<file path="config.mk">
export PLATFORM = sky130hd
export DESIGN_NAME = int_list_length_prefixed_decoder_top
export DESIGN_NICKNAME = d
export VERILOG_FILES = /design/src/rtl/core/ilpd_pkg.sv /design/src/rtl/core/int_list_length_prefixed_decoder_top.sv
export SDC_FILE = /design/constraint.sdc
export NUM_CORES = 1
export LEC_CHECK = 0
export BUFFER_PORTS_ARGS = -buffer_cell sky130_fd_sc_hd__buf_2
export CAP_MARGIN = 5
export CELL_PAD_IN_SITES_DETAIL_PLACEMENT = 1
export CELL_PAD_IN_SITES_GLOBAL_PLACEMENT = 1
export CORE_MARGIN = 3
export CORE_UTILIZATION = 46
export CTS_CLUSTER_SIZE = 16
export DETAILED_ROUTE_END_ITERATION = 6
export PLACE_DENSITY_LB_ADDON = 0.15
export SYNTH_ARGS = -nofsm -noshare
export SYNTH_HDL_FRONTEND = slang
export SYNTH_SLANG_ARGS = --single-unit
</file>
<file path="constraint.sdc">
create_clock -name i_clk -period 8.2 [get_ports i_clk]
set_clock_uncertainty 0.05 [all_clocks]
set_input_delay 1.64 -clock i_clk [delete_from_list [all_inputs] [get_ports i_clk]]
set_output_delay 1.64 -clock i_clk [all_outputs]
set_load 0.03 [all_outputs]
</file>
<file path="src/rtl/core/ilpd_pkg.sv">
package ilpd_pkg;

    // kind codes carried on the result tuser
    typedef enum logic [1:0] {
        KIND_ELEM  = 2'd0,
        KIND_EMPTY = 2'd1,
        KIND_ERROR = 2'd2
    } t_kind;

    // header byte fields and datapath widths
    localparam int          BYTE_BITS  = 8;
    localparam int          LEN_BITS   = 7;
    localparam logic [6:0]  LEN_MASK   = 7'h7F;
    localparam int          COUNT_BITS = 31;
    localparam int          OUT_BITS   = 32;

endpackage

</file>
<file path="src/rtl/core/int_list_length_prefixed_decoder_top.sv">
// Length-prefixed integer list decoder.
// The slave stream carries one encoded byte per word in s_axis_tdata, with
// s_axis_tlast marking the last byte of a buffer. Each list is a count
// integer followed by that many element integers; an integer is a header
// byte (bit 7 sign, bits 6..0 byte count) and its magnitude bytes, most
// significant first.
// The master stream returns one word per decoded element (tuser kind
// element, tlast on the last element of its list), one empty-list word
// for a zero or negative count, and one error word when a buffer ends
// inside a list, after which the decoder is back in its reset state.
// Throughput is one byte per cycle: every byte updates the decode state and
// its result, if any, is written into the output register at the edge that
// takes the byte and is offered from the next cycle on.
// The output register is a single stage, so a new byte is taken whenever
// that register is empty or being read in the same cycle; while the
// receiver stalls with a word pending, s_axis_tready drops and the decoder
// holds its state.
// Synchronous active-low reset returns the decoder to expect a count header
// and empties the output register.
module int_list_length_prefixed_decoder_top #(
    parameter int VALUE_BITS = 32
) (
    input  logic                              i_clk,
    input  logic                              i_rst_n,
    // slave stream
    input  logic                              s_axis_tvalid,
    output logic                              s_axis_tready,
    input  logic [ilpd_pkg::BYTE_BITS-1:0]    s_axis_tdata,   // [7:0] data_byte
    input  logic                              s_axis_tlast,   // buffer_end
    // master stream
    output logic                              m_axis_tvalid,
    input  logic                              m_axis_tready,
    output logic [ilpd_pkg::OUT_BITS-1:0]     m_axis_tdata,   // [31:0] value
    output logic [1:0]                        m_axis_tuser,   // [1:0] kind
    output logic                              m_axis_tlast    // list_last
);
    import ilpd_pkg::*;

    localparam int EXT_W = (VALUE_BITS > OUT_BITS) ? VALUE_BITS : OUT_BITS;

    typedef enum logic [1:0] {
        PH_COUNT_HDR = 2'd0,
        PH_COUNT_MAG = 2'd1,
        PH_ELEM_HDR  = 2'd2,
        PH_ELEM_MAG  = 2'd3
    } t_phase;

    t_phase                  r_phase,  n_phase;
    logic [LEN_BITS-1:0]     r_bytes,  n_bytes;
    logic                    r_sign,   n_sign;
    logic [VALUE_BITS-1:0]   r_acc,    n_acc;
    logic [COUNT_BITS-1:0]   r_elems,  n_elems;

    logic                    r_out_valid;
    logic [OUT_BITS-1:0]     r_value,  n_value;
    t_kind                   r_kind,   n_kind;
    logic                    r_last,   n_last;

    logic                    accept;
    logic                    done;
    logic                    have;
    logic                    is_hdr;
    logic                    cur_sign;
    logic [VALUE_BITS-1:0]   cur_acc;
    logic [VALUE_BITS-1:0]   fin;
    logic                    fin_neg;
    logic signed [EXT_W-1:0] fin_ext;
    logic [LEN_BITS-1:0]     bytes_dec;
    logic [COUNT_BITS-1:0]   elems_dec;
    logic [VALUE_BITS+BYTE_BITS-1:0] acc_shift;

    assign s_axis_tready = !r_out_valid || m_axis_tready;
    assign accept        = s_axis_tvalid && s_axis_tready;

    assign m_axis_tvalid = r_out_valid;
    assign m_axis_tdata  = r_value;
    assign m_axis_tuser  = r_kind;
    assign m_axis_tlast  = r_last;

    // shared arithmetic for the byte step and the finished integer
    assign acc_shift = {r_acc, s_axis_tdata};
    assign bytes_dec = r_bytes - LEN_BITS'(1);
    assign is_hdr    = (r_phase == PH_COUNT_HDR) || (r_phase == PH_ELEM_HDR);
    assign cur_sign  = is_hdr ? s_axis_tdata[BYTE_BITS-1] : r_sign;
    assign cur_acc   = is_hdr ? '0 : acc_shift[VALUE_BITS-1:0];
    assign fin       = cur_sign ? (VALUE_BITS'(0) - cur_acc) : cur_acc;
    assign fin_neg   = fin[VALUE_BITS-1];
    assign fin_ext   = EXT_W'(signed'(fin));
    assign elems_dec = r_elems - COUNT_BITS'(1);

    // decode one byte
    always_comb begin
        n_phase = r_phase;
        n_bytes = r_bytes;
        n_sign  = r_sign;
        n_acc   = r_acc;
        n_elems = r_elems;
        n_value = '0;
        n_kind  = KIND_ELEM;
        n_last  = 1'b0;
        have    = 1'b0;
        done    = 1'b0;

        // header or magnitude byte
        case (r_phase)
            PH_COUNT_HDR, PH_ELEM_HDR: begin
                n_sign  = s_axis_tdata[BYTE_BITS-1];
                n_bytes = s_axis_tdata[LEN_BITS-1:0] & LEN_MASK;
                n_acc   = '0;
                if (n_bytes == '0) begin
                    done = 1'b1;
                end else begin
                    n_phase = (r_phase == PH_COUNT_HDR) ? PH_COUNT_MAG : PH_ELEM_MAG;
                end
            end
            default: begin
                n_acc   = acc_shift[VALUE_BITS-1:0];
                n_bytes = bytes_dec;
                done    = (bytes_dec == '0);
            end
        endcase

        // integer complete
        if (done) begin
            n_sign = 1'b0;
            n_acc  = '0;
            if (r_phase == PH_COUNT_HDR || r_phase == PH_COUNT_MAG) begin
                if (fin == '0 || fin_neg) begin
                    have    = 1'b1;
                    n_kind  = KIND_EMPTY;
                    n_last  = 1'b1;
                    n_phase = PH_COUNT_HDR;
                end else begin
                    // counts above the element counter range saturate
                    n_elems = (|(fin >> COUNT_BITS)) ? '1 : COUNT_BITS'(fin);
                    n_phase = PH_ELEM_HDR;
                end
            end else begin
                have    = 1'b1;
                n_value = fin_ext[OUT_BITS-1:0];
                n_kind  = KIND_ELEM;
                n_elems = elems_dec;
                if (elems_dec == '0) begin
                    n_last  = 1'b1;
                    n_phase = PH_COUNT_HDR;
                end else begin
                    n_phase = PH_ELEM_HDR;
                end
            end
        end

        // buffer ends inside a list
        if (s_axis_tlast && n_phase != PH_COUNT_HDR) begin
            n_phase = PH_COUNT_HDR;
            n_bytes = '0;
            n_sign  = 1'b0;
            n_acc   = '0;
            n_elems = '0;
            have    = 1'b1;
            n_value = '0;
            n_kind  = KIND_ERROR;
            n_last  = 1'b1;
        end
    end

    // decode state
    always_ff @(posedge i_clk) begin
        if (!i_rst_n) begin
            r_phase <= PH_COUNT_HDR;
            r_bytes <= '0;
            r_sign  <= 1'b0;
            r_acc   <= '0;
            r_elems <= '0;
        end else if (accept) begin
            r_phase <= n_phase;
            r_bytes <= n_bytes;
            r_sign  <= n_sign;
            r_acc   <= n_acc;
            r_elems <= n_elems;
        end
    end

    // output register valid
    always_ff @(posedge i_clk) begin
        if (!i_rst_n) begin
            r_out_valid <= 1'b0;
        end else if (accept) begin
            r_out_valid <= have;
        end else if (m_axis_tready) begin
            r_out_valid <= 1'b0;
        end
    end

    // output word payload
    always_ff @(posedge i_clk) begin
        if (accept && have) begin
            r_value <= n_value;
            r_kind  <= n_kind;
            r_last  <= n_last;
        end
    end

endmodule
</file>
* After elaboration in Yosys (flattened, before gate mapping)
Cells that the tools add are included.
Operators by class: bitwise gates (word level) 2, reduce and logical (&&, ||, !) cells 22, equal/unequal tests 3, $add $sub $neg 3, mux-type cells 38
Operators with widths (number):
- 2-to-1 mux 31 bit | 5
- 2-to-1 mux 24 bit | 3
- 2-to-1 mux 32 bit | 2
- zero test 32 bit | 1
- subtractor 1 x 32 -> 32 bit, first input constant | 1
- zero test 31 bit | 1
- subtractor 31 x 1 -> 31 bit, second input constant | 1
- 2-to-1 mux 2 bit | 10
- 2-to-1 mux 1 bit | 16
- zero test 7 bit | 2
- 2-to-1 mux 7 bit | 2
- subtractor 7 x 1 -> 7 bit, second input constant | 1
- nonzero test 2 bit | 3
- OR reduction 3 bit | 2
- logical OR 1 bit | 4
- logical AND 1 bit | 3
- inequality test 3 x 2 -> 1 bit, second input constant | 1
- AND reduction 3 bit | 1
- nonzero test 3 bit | 1
- equality test 2 x 1 -> 1 bit, second input constant | 1
- equality test 2 bit, second input constant | 1
- zero test 2 bit | 1
- inverter 1 bit | 2
- AND reduction 2 bit | 1
- other kinds (2) | 2
Storage, ports and cells: output and inout port bits 37, word-level logic and storage cells 78, register bits 101, input bits 13

* Longest topological paths before layout
depth after elaboration 14, depth in mapped cells 21, gate-level depth less buffers 12

* Least setup slack after synthesis
Ideal clock, no wire load.
path kind register to register, start point reg r_phase[0], end point reg r_value[0], in the netlist m_axis_tdata[0], enable pin, stages on the path, launching flop included 20, library setup time 0.428 ns, setup slack 2.017 ns, period minus slack after synthesis 6.183 ns, data required time 7.722 ns, arrival 5.706 ns, buffers on the path 8, path through dfxtp_1 -> clkbuf_1 -> clkbuf_1 -> clkbuf_1 -> buf_1 -> clkbuf_1 -> buf_1 -> buf_1 -> nand2_1 -> ha_1 -> or3b_2 -> clkbuf_1 -> a311oi_1 -> a2111oi_0 -> and4_1 -> o2111a_1 -> nand3_1 -> a21oi_1 -> nor2_1 -> nor2_1
Between the ends: word-level cells in the longest chain between the ends 14, elaborated cells between the ends (all ways) 26, those cells by class add/sub: 1; eq/ne: 2; mux: 14; reduce/logical: 9
RTL lines:
- start, declared | line int_list_length_prefixed_decoder_top.sv:48 | t_phase r_phase, n_phase;
- start signal, assigned | line int_list_length_prefixed_decoder_top.sv:175 | r_phase <= n_phase;
- equality test 2 bit / zero test 2 bit (equally long branches) | line int_list_length_prefixed_decoder_top.sv:83, int_list_length_prefixed_decoder_top.sv:105, int_list_length_prefixed_decoder_top.sv:113
- logical OR 1 bit | line int_list_length_prefixed_decoder_top.sv:83 | assign is_hdr = (r_phase == PH_COUNT_HDR) || (r_phase == PH_ELEM_HDR);
- 2-to-1 mux 32 bit | line int_list_length_prefixed_decoder_top.sv:85 | assign cur_acc = is_hdr ? '0 : acc_shift[VALUE_BITS-1:0];
- subtractor 1 x 32 -> 32 bit | line int_list_length_prefixed_decoder_top.sv:86 | assign fin = cur_sign ? (VALUE_BITS'(0) - cur_acc) : cur_acc;
- 2-to-1 mux 32 bit | line int_list_length_prefixed_decoder_top.sv:86
- zero test 32 bit | line int_list_length_prefixed_decoder_top.sv:128 | if (fin == '0 || fin_neg) begin
- logical OR 1 bit | line int_list_length_prefixed_decoder_top.sv:128
- 2-to-1 mux 2 bit | line int_list_length_prefixed_decoder_top.sv:128
- 2-to-1 mux 2 bit | line int_list_length_prefixed_decoder_top.sv:127 | if (r_phase == PH_COUNT_HDR || r_phase == PH_COUNT_MAG) begin
- 2-to-1 mux 2 bit | line int_list_length_prefixed_decoder_top.sv:124 | if (done) begin
- nonzero test 2 bit | line int_list_length_prefixed_decoder_top.sv:153 | if (s_axis_tlast && n_phase != PH_COUNT_HDR) begin
- logical AND 1 bit | line int_list_length_prefixed_decoder_top.sv:153
- 2-to-1 mux 1 bit (*) | line int_list_length_prefixed_decoder_top.sv:153
- logical AND 1 bit (*) | line int_list_length_prefixed_decoder_top.sv:196 | if (accept && have) begin
- end signal, assigned | line int_list_length_prefixed_decoder_top.sv:197 | r_value <= n_value;
- end, declared | line int_list_length_prefixed_decoder_top.sv:55 | logic [OUT_BITS-1:0] r_value, n_value;
Every way passes the cells marked *; elsewhere a longest branch is shown, timed or not. A chain may end at the register's enable or synchronous reset.

* Final worst setup path
start point in s_axis_tdata[0] (netlist name), end point reg r_value[6], in the netlist m_axis_tdata[6], enable pin
Between the ends: word-level cells in the longest chain between the ends 12, elaborated cells between the ends (all ways) 20, those cells by class add/sub: 1; mux: 13; reduce/logical: 6
RTL lines:
- start, declared | line int_list_length_prefixed_decoder_top.sv:28 | input logic [ilpd_pkg::BYTE_BITS-1:0] s_axis_tdata,
- 2-to-1 mux 32 bit | line int_list_length_prefixed_decoder_top.sv:85
- subtractor 1 x 32 -> 32 bit | line int_list_length_prefixed_decoder_top.sv:86
- 2-to-1 mux 32 bit | line int_list_length_prefixed_decoder_top.sv:86
- zero test 32 bit | line int_list_length_prefixed_decoder_top.sv:128
- logical OR 1 bit | line int_list_length_prefixed_decoder_top.sv:128
- 2-to-1 mux 2 bit | line int_list_length_prefixed_decoder_top.sv:128
- 2-to-1 mux 2 bit | line int_list_length_prefixed_decoder_top.sv:127
- 2-to-1 mux 2 bit | line int_list_length_prefixed_decoder_top.sv:124
- nonzero test 2 bit | line int_list_length_prefixed_decoder_top.sv:153
- logical AND 1 bit | line int_list_length_prefixed_decoder_top.sv:153
- 2-to-1 mux 1 bit (*) | line int_list_length_prefixed_decoder_top.sv:153
- logical AND 1 bit (*) | line int_list_length_prefixed_decoder_top.sv:196
Marks and branches as above.

==> load_flow_metrics.sql <==
INSERT INTO impl_metrics (metric_group, metric, value, unit) VALUES
('status', 'run_status', 'finished, final reports clean', ''),
('route', 'drt_iter0_markers', '694', ''),
('place', 'hpwl', '17.43', 'mm'),
('hold_path', 'holdCritPathClass', 'flop to flop', ''),
('global_route', 'grt_pass1_wl', '39.59', 'mm'),
('place', 'placedCellCount', '1000', ''),
('setup_path', 'required', '8.14', 'ns'),
('route', 'remaining_drc_errors', '0', ''),
('clocking', 'clock_tree.htree_level_count', '3', ''),
('place', 'routabilityCongestion', '0.9361', ''),
('power_and_ir_drop', 'clkPwrFrac', '37.9', '%'),
('place', 'placement.io_buffers', '49', ''),
('floorplan', 'core_region_area', '14100', 'um^2'),
('logic_synthesis', 'syn_area', '6749', 'um^2'),
('logic_synthesis', 'synth-warning-count', '0', ''),
('power_and_ir_drop', 'post_layout_power', '1.162', 'mW'),
('floorplan', 'chipWidth', '127.1', 'um'),
('timing', 'final_max_slew_viol_count', '0', ''),
('power_and_ir_drop', 'power_per_cell_area', '159.2', 'nW/um^2'),
('timing', 'timing.final.hold_violations', '0', ''),
('final_layout', 'area_growth_synth_to_finish', '8.139', '%'),
('floorplan', 'row_count', '43', ''),
('clocking', 'cts_buffer_depth', '2', ''),
('logic_synthesis', 'synthesis.area_per_instance', '8.092', 'um^2'),
('logic_synthesis', 'ys_dominant_reg_cell', 'dfxtp_1', ''),
('power_and_ir_drop', 'ir_worst_vdd', '0.1831', 'mV'),
('logic_synthesis', 'ys_ff_latch', '101', ''),
('setup_path', 'critPathMaxFanout', '35', ''),
('setup_path', 'worstSetupEndpointType', 'flop', ''),
('timing', 'grt_setup_unrepaired', 'false', ''),
('logic_synthesis', 'syn_inst', '834', ''),
('logic_synthesis', 'synth_edf_count', '35', ''),
('setup_path', 'critPathKind', 'primary input to flop', ''),
('power_and_ir_drop', 'pwr-share-comb', '16.1', '%'),
('clocking', 'clkTransAtPathRegs', '0.07', 'ns'),
('floorplan', 'initial_core_util', '47.88', '%'),
('run', 'timing.max_cap.violations', '0', ''),
('final_layout', 'final_core_util', '51.78', '%'),
('clocking', 'cts_tree', 'done', ''),
('power_and_ir_drop', 'p_leak', '2.795', 'nW'),
('clocking', 'cts_made_buffers', '9', ''),
('route', 'routed_via_density', '6.743', ''),
('clocking', 'holdBufCountCts', '0', ''),
('logic_synthesis', 'synth_fp_nets', '852', ''),
('power_and_ir_drop', 'netSwitchingFraction', '30.75', '%'),
('logic_synthesis', 'synthTopCellsByArea', 'dfxtp_1 (20%), edfxtp_1 (16%), nor2_1 (5.6%), nand2_1 (5.1%), a22oi_1 (3.2%)', ''),
('setup_path', 'arrival', '5.88', 'ns'),
('timing', 'fin_setup_tns', '0', 'ns'),
('logic_synthesis', 'yosys.area.top_type_share', '19.58', '%'),
('global_route', 'grt_max_degree', '64', ''),
('clocking', 'cts.sink_count', '101', ''),
('timing', 'worst_slew_margin_rel', '18.38', '%'),
('logic_synthesis', 'yosys.area.top_type', 'dfxtp_1', ''),
('global_route', 'grt_pass1_vias', '7093', ''),
('final_layout', 'design.final.nets', '849', ''),
('timing', 'timing.final.setup_violations', '0', ''),
('timing', 'worst_pin_slew', '1.224', 'ns'),
('logic_synthesis', 'yosys.cell_types.count', '85', ''),
('clocking', 'cts.repair_timing.setup_buffer_count', '0', ''),
('final_layout', 'instances_no_fill', '1016', ''),
('floorplan', 'full_die_area', '16160', 'um^2'),
('floorplan', 'io-pin-count', '50', ''),
('floorplan', 'die_height', '127.1', 'um'),
('clocking', 'insertion_delay', '0.37', 'ns'),
('timing', 'post-route-period-util', '72.48', '%'),
('global_route', 'grt_usage', '30.70', '%'),
('route', 'antenna_left', '0', ''),
('clocking', 'post_cts_resize_count', '0', ''),
('power_and_ir_drop', 'intPower', '0.8047', 'mW'),
('route', 'num_vias', '6851', ''),
('power_and_ir_drop', 'switching_power', '0.3573', 'mW'),
('logic_synthesis', 'yosysSeqAreaShare', '35.15', '%'),
('global_route', 'initial_antenna_violation_count', '0', ''),
('setup_path', 'worstSetupStartpointType', 'primary input', ''),
('timing', 'final.min_clock_period', '5.943', 'ns'),
('final_layout', 'antenna_cells_inserted', '0', ''),
('route', 'wl_per_cell', '24.17', 'um'),
('global_route', 'global_route.overflow_total', '0', ''),
('timing', 'max_clock_freq', '168.3', 'MHz'),
('clocking', 'ctsRootBufferMaster', 'clkbuf_16', ''),
('logic_synthesis', 'fraction_of_registers_with_async_set_reset', '0', '%'),
('route', 'finalWirelength', '24.56', 'mm'),
('final_layout', 'layout-drive-gt1-share', '13.40', '%'),
('route', 'detailedRoute.firstPassIterationCount', '5', ''),
('power_and_ir_drop', 'portion_of_total_power_attributed_to_sequential_cells', '45.9', '%');
-- metrics by stage --
| stage | hold slack [ns] | worst slack, ns | instance area [um^2] |
|---|---|---|---|
| detailed placement | 0.4103 | 1.914 | 6999 |
| finish | 0.4167 | 2.257 | 7298 |
| CTS | 0.4206 | 2.271 | 7298 |
| floorplan | 0.3937 | 2.017 | 6749 |
| global placement | 0.4072 | 2.104 | 6999 |
| global route | 0.4548 | 2.014 | 7298 |
-- power by group through the flow --
stage	combinational, mW	sequential, mW	clock, mW
after floorplan	0.123	0.552	0
after CTS	0.185	0.534	0.450
after global routing	0.203	0.535	0.466
after global placement	0.178	0.545	0
final	0.188	0.534	0.441
after detailed placement	0.184	0.545	0
-- path summary, 6_finish.rpt --
path         cells after the start  slack [ns]                            end                     from
min reg2reg                      2        0.42        r_bytes[6]$_SDFFE_PN0P_  r_bytes[6]$_SDFFE_PN0P_
max reg2reg                     12        3.33  m_axis_tdata[6]$_SDFFCE_PP0P_  r_phase[0]$_SDFFE_PN0P_
min                              2        0.42        r_bytes[6]$_SDFFE_PN0P_  r_bytes[6]$_SDFFE_PN0P_
max                             13        2.26  m_axis_tdata[6]$_SDFFCE_PP0P_          s_axis_tdata[0]
-- layout make-up --
type / count / area (um^2)
inverter: 16 / 60.06
multi-input combinational: 644 / 4020
sequential: 101 / 2374
tap: 180 / 225.2
fill: 1714 / 6798
timing repair buffer: 59 / 320.3
clock inverter: 6 / 60.06
clock buffer: 10 / 239.0
-- placed cells by master, fill, tap and decap left out, types with 5 or more instances in the layout --
cell	count
nand4_1	15
clkbuf_16	9
nor3_1	26
o2111ai_1	5
or4_1	15
or3_1	16
o21ai_0	36
ha_1	5
a22o_1	8
a31oi_1	12
nor2_1	100
a22oi_1	29
nand2_1	92
a211oi_1	6
nor4b_1	5
or2_2	5
a21o_1	10
buf_2	49
a32o_1	7
xnor2_1	20
edfxtp_1	35
dfxtp_1	65
nor4_2	5
nor2b_1	8
inv_1	16
nand2b_1	6
nor4_1	19
and2_1	5
nand3_1	15
buf_4	10
o31ai_1	14
xor2_1	14
a21oi_1	37
o21ai_1	10
a221oi_1	5
and4_1	5
-- metal layers --
metal  track usage, %  wire length (um)
met1            39.06             10120
met2            50.84             11900
met3            5.017              1491
met4            14.83              1047
met5                0                 0
-- worst max-delay path, stage by stage --
cell	delay [ns]
buf_2	0.16
nand2_1	0.14
ha_1	0.28
or3b_2	0.60
nor3_1	0.18
nor3_1	0.07
nor3_1	0.84
and4_1	0.31
o2111a_1	0.27
nand3_1	0.21
a21oi_1	0.27
nor2_1	0.11
nor2_4	0.77
-- cell usage after synthesis, types with 6 or more instances --
library cell,count
nor3_1,26
a211oi_1,6
a31oi_1,12
nand3_1,15
nand2_1,92
or4_1,15
buf_1,6
a21oi_1,37
nand2b_1,6
a22o_1,8
nor4_1,19
xnor2_1,20
o31ai_1,14
a21o_1,10
inv_1,16
nand4_1,15
nor2_1,101
a22oi_1,29
buf_2,9
nor2b_1,8
dfxtp_1,66
edfxtp_1,35
or3_1,16
a32o_1,7
clkbuf_1,55
o21ai_1,10
xor2_1,14
o21ai_0,36
-- registers in the layout, indices dropped and copies added (netlist names) --
| register | count |
|---|---|
| m_axis_tdata | 32 |
| m_axis_tlast | 1 |
| m_axis_tuser | 2 |
| m_axis_tvalid | 1 |
| r_acc | 24 |
| r_bytes | 7 |
| r_elems | 31 |
| r_phase | 2 |
| r_sign | 1 |
-- logic make-up after synthesis --
| family | after synthesis | share of synthesized area, % |
|---|---|---|
| adder cells (fa/ha/maj) | 5 | 0.9270 |
| buffers and inverters | 89 | 5.395 |
| AND/OR/NAND/NOR | 370 | 29.01 |
| XOR/XNOR | 34 | 4.412 |
| AO/OA/AOI/OAI | 229 | 24.18 |
| flip-flops | 101 | 35.15 |
| multiplexers | 6 | 0.9270 |
(Power assumes the default switching activity.)
